<file path="src/hw/rtl/xbr_pkg.sv">
// ----------------------------------------------------------------------------
// XMODEM block receiver package
// Shared types and constants for the byte-serial XMODEM checksum receiver.
// ----------------------------------------------------------------------------
package xbr_pkg;

  // Fixed frame geometry of the checksum variant of the protocol.
  localparam int unsigned PayloadLen = 128;
  localparam int unsigned IdxBits    = $clog2(PayloadLen);

  localparam logic [7:0]  ByteSoh     = 8'h01;
  localparam logic [7:0]  ByteEot     = 8'h04;
  localparam logic [8:0]  ComplTarget = 9'h0FF;
  localparam logic [16:0] CountMax    = 17'h1FFFF;
  localparam logic [16:0] AreaReset   = 17'h10000;

  typedef enum logic [2:0] {
    KindWrite   = 3'd0,
    KindAck     = 3'd1,
    KindNak     = 3'd2,
    KindEnd     = 3'd3,
    KindDiscard = 3'd4
  } kind_e;

  typedef enum logic [4:0] {
    PhIdle  = 5'b00001,
    PhBlock = 5'b00010,
    PhCompl = 5'b00100,
    PhData  = 5'b01000,
    PhCheck = 5'b10000
  } phase_e;

  typedef struct packed {
    logic        valid;
    kind_e       kind;
    logic [15:0] offset;
    logic [7:0]  data;
    logic [16:0] total;
  } result_t;

endpackage

</file>
<file path="src/hw/rtl/xbr_byte_if.sv">
// ----------------------------------------------------------------------------
// Line byte channel
// Valid/ready channel that carries one received serial line byte.
// ----------------------------------------------------------------------------
interface xbr_byte_if;
  logic       valid;
  logic       ready;
  logic [7:0] line_byte;

  modport source (output valid, output line_byte, input ready);
  modport sink   (input valid, input line_byte, output ready);
endinterface

</file>
<file path="src/hw/rtl/xbr_result_if.sv">
// ----------------------------------------------------------------------------
// Result channel
// Valid/ready channel that carries one receiver result.
// ----------------------------------------------------------------------------
interface xbr_result_if;
  logic            valid;
  logic            ready;
  xbr_pkg::kind_e  result_kind;
  logic [15:0]     write_offset;
  logic [7:0]      write_byte;
  logic [16:0]     session_total;

  modport source (output valid, output result_kind, output write_offset,
                  output write_byte, output session_total, input ready);
  modport sink   (input valid, input result_kind, input write_offset,
                  input write_byte, input session_total, output ready);
endinterface

</file>
<file path="src/hw/rtl/xbr_frame.sv">
// ----------------------------------------------------------------------------
// XMODEM frame tracker
// Holds the frame state and decodes each accepted byte into at most one result.
// ----------------------------------------------------------------------------
module xbr_frame #(
  parameter int unsigned AREA_ADDR_BITS = 16
) (
  input  logic             clk_i,
  input  logic             rst_ni,
  input  logic             accept_i,
  input  logic [7:0]       line_byte_i,
  input  logic [16:0]      area_size_i,
  output xbr_pkg::result_t result_o
);
  import xbr_pkg::*;

  // Offsets wrap at the area address width and never exceed 16 bits.
  localparam logic [15:0] OffMask = (AREA_ADDR_BITS >= 16) ? 16'hFFFF :
                                    16'((32'd1 << AREA_ADDR_BITS) - 32'd1);

  phase_e              phase_q, phase_d;
  logic [IdxBits-1:0]  idx_q, idx_d;
  logic [7:0]          blk_q, blk_d;
  logic [7:0]          cmp_q, cmp_d;
  logic [7:0]          sum_q, sum_d;
  logic [16:0]         count_q, count_d;
  logic [16:0]         off_sum;
  logic [16:0]         count_sat;

  assign off_sum   = count_q + 17'(idx_q);
  assign count_sat = (count_q > CountMax - 17'(PayloadLen)) ? CountMax
                                                            : count_q + 17'(PayloadLen);

  always_comb begin
    phase_d  = phase_q;
    idx_d    = idx_q;
    blk_d    = blk_q;
    cmp_d    = cmp_q;
    sum_d    = sum_q;
    count_d  = count_q;
    result_o = '0;
    if (accept_i) begin
      unique case (phase_q)
        PhIdle: begin
          priority if (line_byte_i == ByteEot) begin
            count_d        = '0;
            result_o.valid = 1'b1;
            result_o.kind  = KindEnd;
            result_o.total = count_q;
          end else if (line_byte_i == ByteSoh) begin
            phase_d = PhBlock;
            sum_d   = '0;
          end else begin
            result_o.valid = 1'b1;
            result_o.kind  = KindDiscard;
          end
        end
        PhBlock: begin
          blk_d   = line_byte_i;
          phase_d = PhCompl;
        end
        PhCompl: begin
          cmp_d   = line_byte_i;
          idx_d   = '0;
          phase_d = PhData;
        end
        PhData: begin
          sum_d           = sum_q + line_byte_i;
          idx_d           = idx_q + 1'b1;
          result_o.valid  = 1'b1;
          result_o.kind   = KindWrite;
          result_o.offset = off_sum[15:0] & OffMask;
          result_o.data   = line_byte_i;
          if (idx_q == IdxBits'(PayloadLen - 1)) begin
            phase_d = PhCheck;
          end
        end
        PhCheck: begin
          phase_d        = PhIdle;
          result_o.valid = 1'b1;
          result_o.kind  = KindNak;
          if ((({1'b0, blk_q} + {1'b0, cmp_q}) == ComplTarget) &&
              (sum_q == line_byte_i)) begin
            count_d = count_sat;
            if (count_sat < area_size_i) begin
              result_o.kind = KindAck;
            end
          end
        end
        default: begin
          phase_d = PhIdle;
        end
      endcase
    end
  end

  always_ff @(posedge clk_i or negedge rst_ni) begin
    if (!rst_ni) begin
      phase_q <= PhIdle;
      idx_q   <= '0;
      blk_q   <= '0;
      cmp_q   <= '0;
      sum_q   <= '0;
      count_q <= '0;
    end else begin
      phase_q <= phase_d;
      idx_q   <= idx_d;
      blk_q   <= blk_d;
      cmp_q   <= cmp_d;
      sum_q   <= sum_d;
      count_q <= count_d;
    end
  end

endmodule

</file>
<file path="src/hw/rtl/xmodem_block_receiver_top.sv">
// ----------------------------------------------------------------------------
// XMODEM block receiver
// Byte-serial XMODEM receiver for 128-byte blocks with an 8-bit sum checksum.
// ----------------------------------------------------------------------------
// The receiver takes one line byte per clock cycle when not stalled and produces at most
// one result per byte in the next cycle, through a single output register. A byte
// is taken in every cycle in which the output register is empty or its
// result is being taken in the same cycle, so a sink that is always ready
// sees a sustained rate of one byte per cycle; the only thing that stalls
// the line side is back pressure on the result channel. Between frames an
// EOT byte ends the session and reports the accepted byte count as the
// session total, SOH opens a frame and any other byte is reported as
// discarded. Inside a frame every payload byte is reported as a tentative
// write at the committed offset plus its index, and the checksum byte is
// answered with ACK or NAK. A NAK is given for a bad complement, a bad
// checksum, or a good block that brings the count to the area size or
// beyond; only good blocks advance the committed count. The area size
// register must be written only while the receiver is idle.
// ----------------------------------------------------------------------------
module xmodem_block_receiver_top #(
  parameter int unsigned AREA_ADDR_BITS = 16
) (
  input  logic        clk_i,
  input  logic        rst_ni,
  input  logic        cfg_we_i,
  input  logic [16:0] cfg_data_i,
  xbr_byte_if.sink    line_i,
  xbr_result_if.source result_o
);
  import xbr_pkg::*;

  logic        accept;
  logic [16:0] area_size_q;
  result_t     frame_res;
  logic        res_valid_q, res_valid_d;
  result_t     res_data_q;

  // The output register frees up in the same cycle its transaction completes.
  assign line_i.ready = !res_valid_q || result_o.ready;
  assign accept       = line_i.valid && line_i.ready;

  // Area size register; blocks are refused once the count reaches it.
  always_ff @(posedge clk_i or negedge rst_ni) begin
    if (!rst_ni) begin
      area_size_q <= AreaReset;
    end else if (cfg_we_i) begin
      area_size_q <= cfg_data_i;
    end
  end

  xbr_frame #(
    .AREA_ADDR_BITS (AREA_ADDR_BITS)
  ) u_frame (
    .clk_i       (clk_i),
    .rst_ni      (rst_ni),
    .accept_i    (accept),
    .line_byte_i (line_i.line_byte),
    .area_size_i (area_size_q),
    .result_o    (frame_res)
  );

  // A new result overrides the clear, since it can only load when the
  // register is empty or being emptied.
  always_comb begin
    res_valid_d = res_valid_q;
    if (result_o.ready) begin
      res_valid_d = 1'b0;
    end
    if (accept && frame_res.valid) begin
      res_valid_d = 1'b1;
    end
  end

  always_ff @(posedge clk_i or negedge rst_ni) begin
    if (!rst_ni) begin
      res_valid_q <= 1'b0;
    end else begin
      res_valid_q <= res_valid_d;
    end
  end

  // Result payload needs no reset; it is only looked at while valid.
  always_ff @(posedge clk_i) begin
    if (accept && frame_res.valid) begin
      res_data_q <= frame_res;
    end
  end

  assign result_o.valid         = res_valid_q;
  assign result_o.result_kind   = res_data_q.kind;
  assign result_o.write_offset  = res_data_q.offset;
  assign result_o.write_byte    = res_data_q.data;
  assign result_o.session_total = res_data_q.total;

endmodule

</file>
<file path="src/flat_wrapper.sv">
// flat-port wrapper written by rule: the top's interface ports become plain ports
module xmodem_block_receiver_top_flat import xbr_pkg::*;
#(
  parameter int unsigned AREA_ADDR_BITS = 16
)
  (clk_i, rst_ni, cfg_we_i, cfg_data_i, line_i_valid, line_i_line_byte, line_i_ready, result_o_valid, result_o_result_kind, result_o_write_offset, result_o_write_byte, result_o_session_total, result_o_ready);
  xbr_byte_if line_i_i ();
  xbr_result_if result_o_i ();
  input  logic clk_i;
  input  logic rst_ni;
  input  logic cfg_we_i;
  input  logic [16:0] cfg_data_i;
  input wire logic [$bits(line_i_i.valid)-1:0] line_i_valid;
  input wire logic [$bits(line_i_i.line_byte)-1:0] line_i_line_byte;
  output wire logic [$bits(line_i_i.ready)-1:0] line_i_ready;
  output wire logic [$bits(result_o_i.valid)-1:0] result_o_valid;
  output wire logic [$bits(result_o_i.result_kind)-1:0] result_o_result_kind;
  output wire logic [$bits(result_o_i.write_offset)-1:0] result_o_write_offset;
  output wire logic [$bits(result_o_i.write_byte)-1:0] result_o_write_byte;
  output wire logic [$bits(result_o_i.session_total)-1:0] result_o_session_total;
  input wire logic [$bits(result_o_i.ready)-1:0] result_o_ready;
  assign line_i_i.valid = line_i_valid;
  assign line_i_i.line_byte = line_i_line_byte;
  assign line_i_ready = line_i_i.ready;
  assign result_o_valid = result_o_i.valid;
  assign result_o_result_kind = result_o_i.result_kind;
  assign result_o_write_offset = result_o_i.write_offset;
  assign result_o_write_byte = result_o_i.write_byte;
  assign result_o_session_total = result_o_i.session_total;
  assign result_o_i.ready = result_o_ready;
  xmodem_block_receiver_top #(.AREA_ADDR_BITS(AREA_ADDR_BITS)) u_core (.clk_i(clk_i), .rst_ni(rst_ni), .cfg_we_i(cfg_we_i), .cfg_data_i(cfg_data_i), .line_i(line_i_i), .result_o(result_o_i));
endmodule
</file>
<file path="config.mk">
export PLATFORM = sky130hd
export DESIGN_NAME = xmodem_block_receiver_top_flat
export DESIGN_NICKNAME = d
export VERILOG_FILES = /design/src/hw/rtl/xbr_pkg.sv /design/src/hw/rtl/xbr_byte_if.sv /design/src/hw/rtl/xbr_result_if.sv /design/src/hw/rtl/xbr_frame.sv /design/src/hw/rtl/xmodem_block_receiver_top.sv /design/src/flat_wrapper.sv
export SDC_FILE = /design/constraint.sdc
export NUM_CORES = 1
export LEC_CHECK = 0
export BUFFER_PORTS_ARGS = -buffer_cell sky130_fd_sc_hd__clkbuf_2
export CORE_UTILIZATION = 53
export CTS_CLUSTER_DIAMETER = 120
export CTS_CLUSTER_SIZE = 16
export DETAILED_ROUTE_END_ITERATION = 16
export PLACE_DENSITY = 0.77
export SLEW_MARGIN = 5
export SYNTH_ARGS = -nofsm -noshare
export SYNTH_HDL_FRONTEND = slang
export SYNTH_SLANG_ARGS = --single-unit
</file>
<file path="constraint.sdc">
create_clock -name clk_i -period 4.1 [get_ports clk_i]
set_input_delay 1.025 -clock clk_i [delete_from_list [all_inputs] [get_ports clk_i]]
set_output_delay 1.025 -clock clk_i [all_outputs]
set_load 0.01 [all_outputs]
</file>
Word-level counts from Yosys, hierarchy flattened
Cells that the tools add are included.
Widths: inputs -> output; s select.
{ "op_classes": {"order_cmp": 2, "muxes": 23, "n_addsub": 5, "reduce_logical": 17, "n_eq_ne": 15} }
{ "op_table": {"columns": ["cell", "count"], "rows": [
  ["$mux 17", 5],
  ["$mux 45", 1],
  ["$pmux 17 s2", 1],
  ["$mux 24", 1],
  ["$pmux 5 s4", 1],
  ["$add 17x8->17 const B", 1],
  ["$gt 17x17->1 const B", 1],
  ["$lt 17x17->1", 1],
  ["$add 16x7->16", 1],
  ["$mux 8", 2],
  ["$pmux 8 s2", 1],
  ["$mux 5", 3],
  ["$pmux 7 s2", 1],
  ["$pmux 4 s3", 1],
  ["$reduce_and 4->1", 3],
  ["$ne 2x2->1 const B", 5],
  ["$add 8x8->9", 1],
  ["$eq 9x8->1 const B", 1],
  ["$add 8x8->8", 1],
  ["$eq 8x1->1 const B", 1],
  ["$eq 8x3->1 const B", 1],
  ["$eq 8x8->1", 1],
  ["$mux 4", 2],
  ["$reduce_and 2->1", 4],
  ["14 further kinds", 21]
]} }
{ "totals": {"output_inout_bits": 46, "input_bits": 30, "register_bits": 115, "word_cells": 74} }

Depth between registers and ports, before layout
{ "logic_depth": {"word_depth": 9, "mapped_depth": 17, "depth_no_buf": 13} }

Modules after synthesis
A second synthesis with hierarchy kept.
{ "unflattened": {"cells_unflattened": 632, "area_unflattened_um2": 6461.2} }
{ "by_module_without_submodules": {"columns": ["module", "area_each_um2", "cells_per_inst", "seq_area_each_um2", "instances"], "rows": [
  ["xbr_frame", 4401.7, 546, 1327.5, 1],
  ["xmodem_block_receiver_top", 2059.5, 86, 1773.0, 1]
]} }

Worst setup path after synthesis
OpenSTA, ideal clock, no wires.
{ "synth_timing": {"path_type": "input to register", "from": "input port result_o_ready", "to": "register u_core.res_data_q, in the netlist u_core.result_o.result_kind[0], enable pin", "path_buffers": 0, "setup_slack_ps": -50, "t_arrival_ps": 3676, "t_required_ps": 3626, "setup_time_ps": 474, "stages": 3, "path_cell_list": "nand2b_1 nand2_1 a31oi_1"} }
{ "synth_between": {"elab_chain_len": 4} }
{ "synth_lines": {"columns": ["element", "line", "rtl"], "rows": [
  ["start: declaration", "flat_wrapper.sv:21", "input wire logic [$bits(result_o_i.ready)-1:0] result_o_ready;"],
  ["$logic_or 1x1->1 *", "xmodem_block_receiver_top.sv:39", "assign line_i.ready = !res_valid_q || result_o.ready;"],
  ["$logic_and 1x1->1 *", "xmodem_block_receiver_top.sv:40", "assign accept = line_i.valid && line_i.ready;"],
  ["$mux 45", "xbr_frame.sv:42", "if (accept_i) begin"],
  ["$logic_and 1x1->1 *", "xmodem_block_receiver_top.sv:84", "if (accept && frame_res.valid) begin"],
  ["end signal: assignment", "xmodem_block_receiver_top.sv:85", "res_data_q <= frame_res;"],
  ["end: declaration", "xmodem_block_receiver_top.sv:36", "result_t res_data_q;"]
]} }
Mark *: on every way between the ends. The rest lies on a longest branch, timed or not.
A chain may end at the register's enable or synchronous reset.

Worst setup path after layout
{ "layout_timing": {"from": "register u_core.u_frame.count_q[7]", "to": "register u_core.res_data_q, in the netlist u_core.result_o.result_kind[0], data pin"} }
{ "layout_between": {"elab_chain_len": 6, "word_cells_on_any_way": 7, "classes_between": "1 x add/sub; 2 x order compare; 4 x mux"} }
{ "layout_lines": {"columns": ["element", "line", "rtl"], "rows": [
  ["start: declaration", "xbr_frame.sv:26", "logic [16:0] count_q, count_d;"],
  ["start signal: assignment", "xbr_frame.sv:111", "count_q <= count_d;"],
  ["$add 17x8->17 / $gt 17x17->1 (equally long branches)", "xbr_frame.sv:32, xbr_frame.sv:31", null],
  ["$mux 17 *", "xbr_frame.sv:31", "assign count_sat = (count_q > CountMax - 17'(PayloadLen)) ? CountMax"],
  ["$lt 17x17->1 *", "xbr_frame.sv:85", "if (count_sat < area_size_i) begin"],
  ["$mux 2 *", "xbr_frame.sv:85", null],
  ["$mux 2 *", "xbr_frame.sv:82", "if ((({1'b0, blk_q} + {1'b0, cmp_q}) == ComplTarget) &&"],
  ["$pmux 4 s3 *", "xbr_frame.sv:43", "unique case (phase_q)"]
]} }
Marks and branches as above.

==> flow_summary.ini <==
[cts]
cts_max_level = 4
clk_pin_slew_ns = 0.05
hold_buffers = 0
worstSkewPairLatency_ns = 0.42
root_buffer = clkbuf_16
cts.path.max_buffers = 2
cts_resized = 0
numCtsBuffers = 17
cts_setup_buffers = 0
cts_tree = built
cts_sinks = 115

[logic_synthesis]
ys_ff_latch = 115
yosysTopAreaCellShare_pct = 27.0
synth_compound_area_share_pct = 14.5
yosys_warnings = 0
synth_nets = 686
syn-instance-count = 612
netlist-cell-type-count = 66
synth_commonest_cells = dfrtp_1 (69), nand2_1 (57), edfxtp_1 (44)
synth_edf_count = 44
yosys.area.top_type = dfrtp_1
synth_flop_cell = dfrtp_1
synth_area_leaders = dfrtp_1 (27%), edfxtp_1 (21%), ha_1 (8.0%)
synth-simple-area-share_pct = 17.3
avgSynthCellArea_um2 = 10.4
synth_area_um2 = 6390
synthMuxAreaShare_pct = 3.53
synth-seq-area-share_pct = 48.6
synth-xor-area-share_pct = 3.57
yosysMostFrequentCell = dfrtp_1
synth_adder_area_share_pct = 8.97
synth_top_family_by_area = simple AND/OR/NAND/NOR gates
synthArstFlopShare_pct = 61.7

[sta]
drv_slew = 0
tightest_slew_ns = 1.05
max-slew-margin-rel_pct = 29.7
whs_ns = 0.500
fin_worst_skew_ns = 0.00713
max_freq_mhz = 269
rsz0062_at_grt = no
hold_viol = 0
finalSetupViolCount = 0
timing.final.crit_period_ns = 3.72
fin_tns_setup_ns = 0
post-route-period-util_pct = 90.8

[grt]
grt_max_degree = 42
antenna_found_initial = 0
grtUsageMet3_pct = 6.42
grtUsageMet1_pct = 34.1
grtUsageTotal_pct = 25.6
grt-busiest-layer = met2
grt_pass1_vias = 4930
grt_pass1_wl_um = 24600
gr-total-overflow = 0
grt_use_met2_pct = 39.5

[die]
core-area_um2 = 11600
die_h_um = 112
start_util_pct = 55.2
num_io_pins = 76
rows = 39
chipWidth_um = 112
dieArea_um2 = 12500

[detailed_routing]
wl_per_cell_um = 17.4
drc = 4
vias = 4962
postRouteAntennaNets = 0
drt_pre_antenna_iters = 11
drt_wl_total_um = 14700
viasPerCell = 5.85
drt-initial-drc-count = 503

[power_and_ir_drop]
ir_drop_mv = 0.391
p_int_w = 0.00311
power_frac_seq_pct = 37.4
p_comb_share_pct = 29.9
p_sw_share_pct = 32.3
clockPowerShare_pct = 32.7
total_leakage_power_nw = 3.46
p_sw_w = 0.00148
power_density_nw_per_um2 = 611

[critical_path]
cp_max_fo = 28
startpoint_type = flip-flop
arrival_ns = 3.90
cp.required_ns = 4.28
crit_path_start = u_core.u_frame.count_q[7]$_DFFE_PN0P_
path_class = flip-flop to flip-flop
rr_startpoint = u_core.u_frame.count_q[7]$_DFFE_PN0P_
crit_path_end_kind = flip-flop

[finish]
nFillCells = 875
area_growth_pct = 17.6
antenna_cells = 0
finalNetCount = 766
layout-drive-gt1-share_pct = 19.6

[place]
io_buffers = 75
gp_congestion = 0.983
dp_hpwl_um = 10800

[worst_hold_path]
hold_start = u_core.result_o.valid$_DFFE_PN0P_
hold_class = flip-flop to flip-flop

[status]
violations = DRC
outcome = finished, violations left

[run]
cap_violations = 0
## layout make-up
| cell class | count | area [um^2] | area share, % |
|---|---|---|---|
| multi-input combinational | 443 | 3070 | 40.9 |
| clock buffer | 20 | 437 | 5.81 |
| timing repair buffer | 84 | 443 | 5.90 |
| sequential | 115 | 3100 | 41.3 |
| tap | 143 | 179 | 2.38 |
| clock inverter | 12 | 163 | 2.17 |
| inverter | 31 | 116 | 1.55 |
## path summary, 6_finish.rpt
path	endpoint	slack (ns)	depth (start not counted)
max in group asynchronous	u_core.area_size_q[16]$_DFFE_PN1P_	2.66	2
worst min-delay path	u_core.result_o.valid$_DFFE_PN0P_	0.50	1
worst max register to register	u_core.result_o.result_kind[0]$_SDFFCE_PN0P_	0.38	13
worst max-delay path	u_core.result_o.result_kind[0]$_SDFFCE_PN0P_	0.38	13
min in group asynchronous	u_core.u_frame.sum_q[6]$_DFFE_PN0P_	0.60	1
worst min register to register	u_core.result_o.valid$_DFFE_PN0P_	0.50	1
## power groups by stage
stage	combinational (W)	sequential (W)	clock, W
6_report	0.00137	0.00172	0.00150
3_3_place_gp	0.00130	0.00171	0
4_1_cts	0.00137	0.00171	0.00152
3_5_place_dp	0.00136	0.00173	0
5_1_grt	0.00153	0.00175	0.00156
2_1_floorplan	0.000941	0.00173	0
## worst max-delay path, cell delays in order, from the launching register on
cell	delay, ns
dfrtp_1	0.51
inv_1	0.17
ha_1	0.16
inv_1	0.04
o31a_1	0.27
or3_2	0.67
nand2_1	0.16
ha_1	0.15
nand4_1	0.16
nor4_1	0.45
a221oi_1	0.17
o311a_1	0.16
and3_1	0.19
a31o_1	0.21
## cells in the final DEF (no fill, tap or decap), types with 6 or more instances in the layout
cell       instances
clkbuf_2          74
dfrtp_1           69
nand2_1           57
edfxtp_1          44
ha_1              41
a21oi_1           33
nor2_1            32
inv_1             31
and2_1            28
o21ai_0           27
o21ai_1           19
clkbuf_16         17
xnor2_1           16
nand3_1           15
a21o_1            14
mux2_2            14
nor3_1            13
xor2_1            10
buf_4              9
and3_1             8
nand4_1            8
nand2b_1           8
mux2_1             6
or3_1              6
a2bb2oi_1          6
## registers in the layout (all words and copies together), names as in the netlist
name	count
u_core.area_size_q	17
u_core.result_o.session_total	17
u_core.u_frame.count_q	17
u_core.result_o.write_offset	16
u_core.result_o.write_byte	8
u_core.u_frame.blk_q	8
u_core.u_frame.cmp_q	8
u_core.u_frame.sum_q	8
u_core.u_frame.idx_q	7
u_core.u_frame.phase_q	5
u_core.result_o.result_kind	3
u_core.result_o.valid	1
## cell families after synthesis
kind of cell,after synthesis
and+or+nand+nor,207
AOI/OAI and AO/OA,146
DFF,115
buffers and inverters,54
adders and majority gates,44
xor gates and xnor gates,26
muxes,20
## metal layers
| metal | part of all wire (%) | wire [um] |
|---|---|---|
| met4 | 2.6 | 389 |
| met5 | 0 | 0 |
| met2 | 46 | 6750 |
| met1 | 45 | 6680 |
| met3 | 6.2 | 919 |
## metrics by stage
stage               utilization, %  area, um^2  setup WS, ns  std cells  total power [W]
global placement              59.7        6910         0.492        816          0.00301
CTS                           64.9        7510         0.229        848          0.00460
floorplan                        -        6390         0.852        612          0.00267
finish                        64.9        7510         0.378        848          0.00459
detailed placement            59.7        6910         0.266        816          0.00309
global route                  64.9        7510         0.136        848          0.00485
No activity file was read; power rests on OpenSTA's default activity.
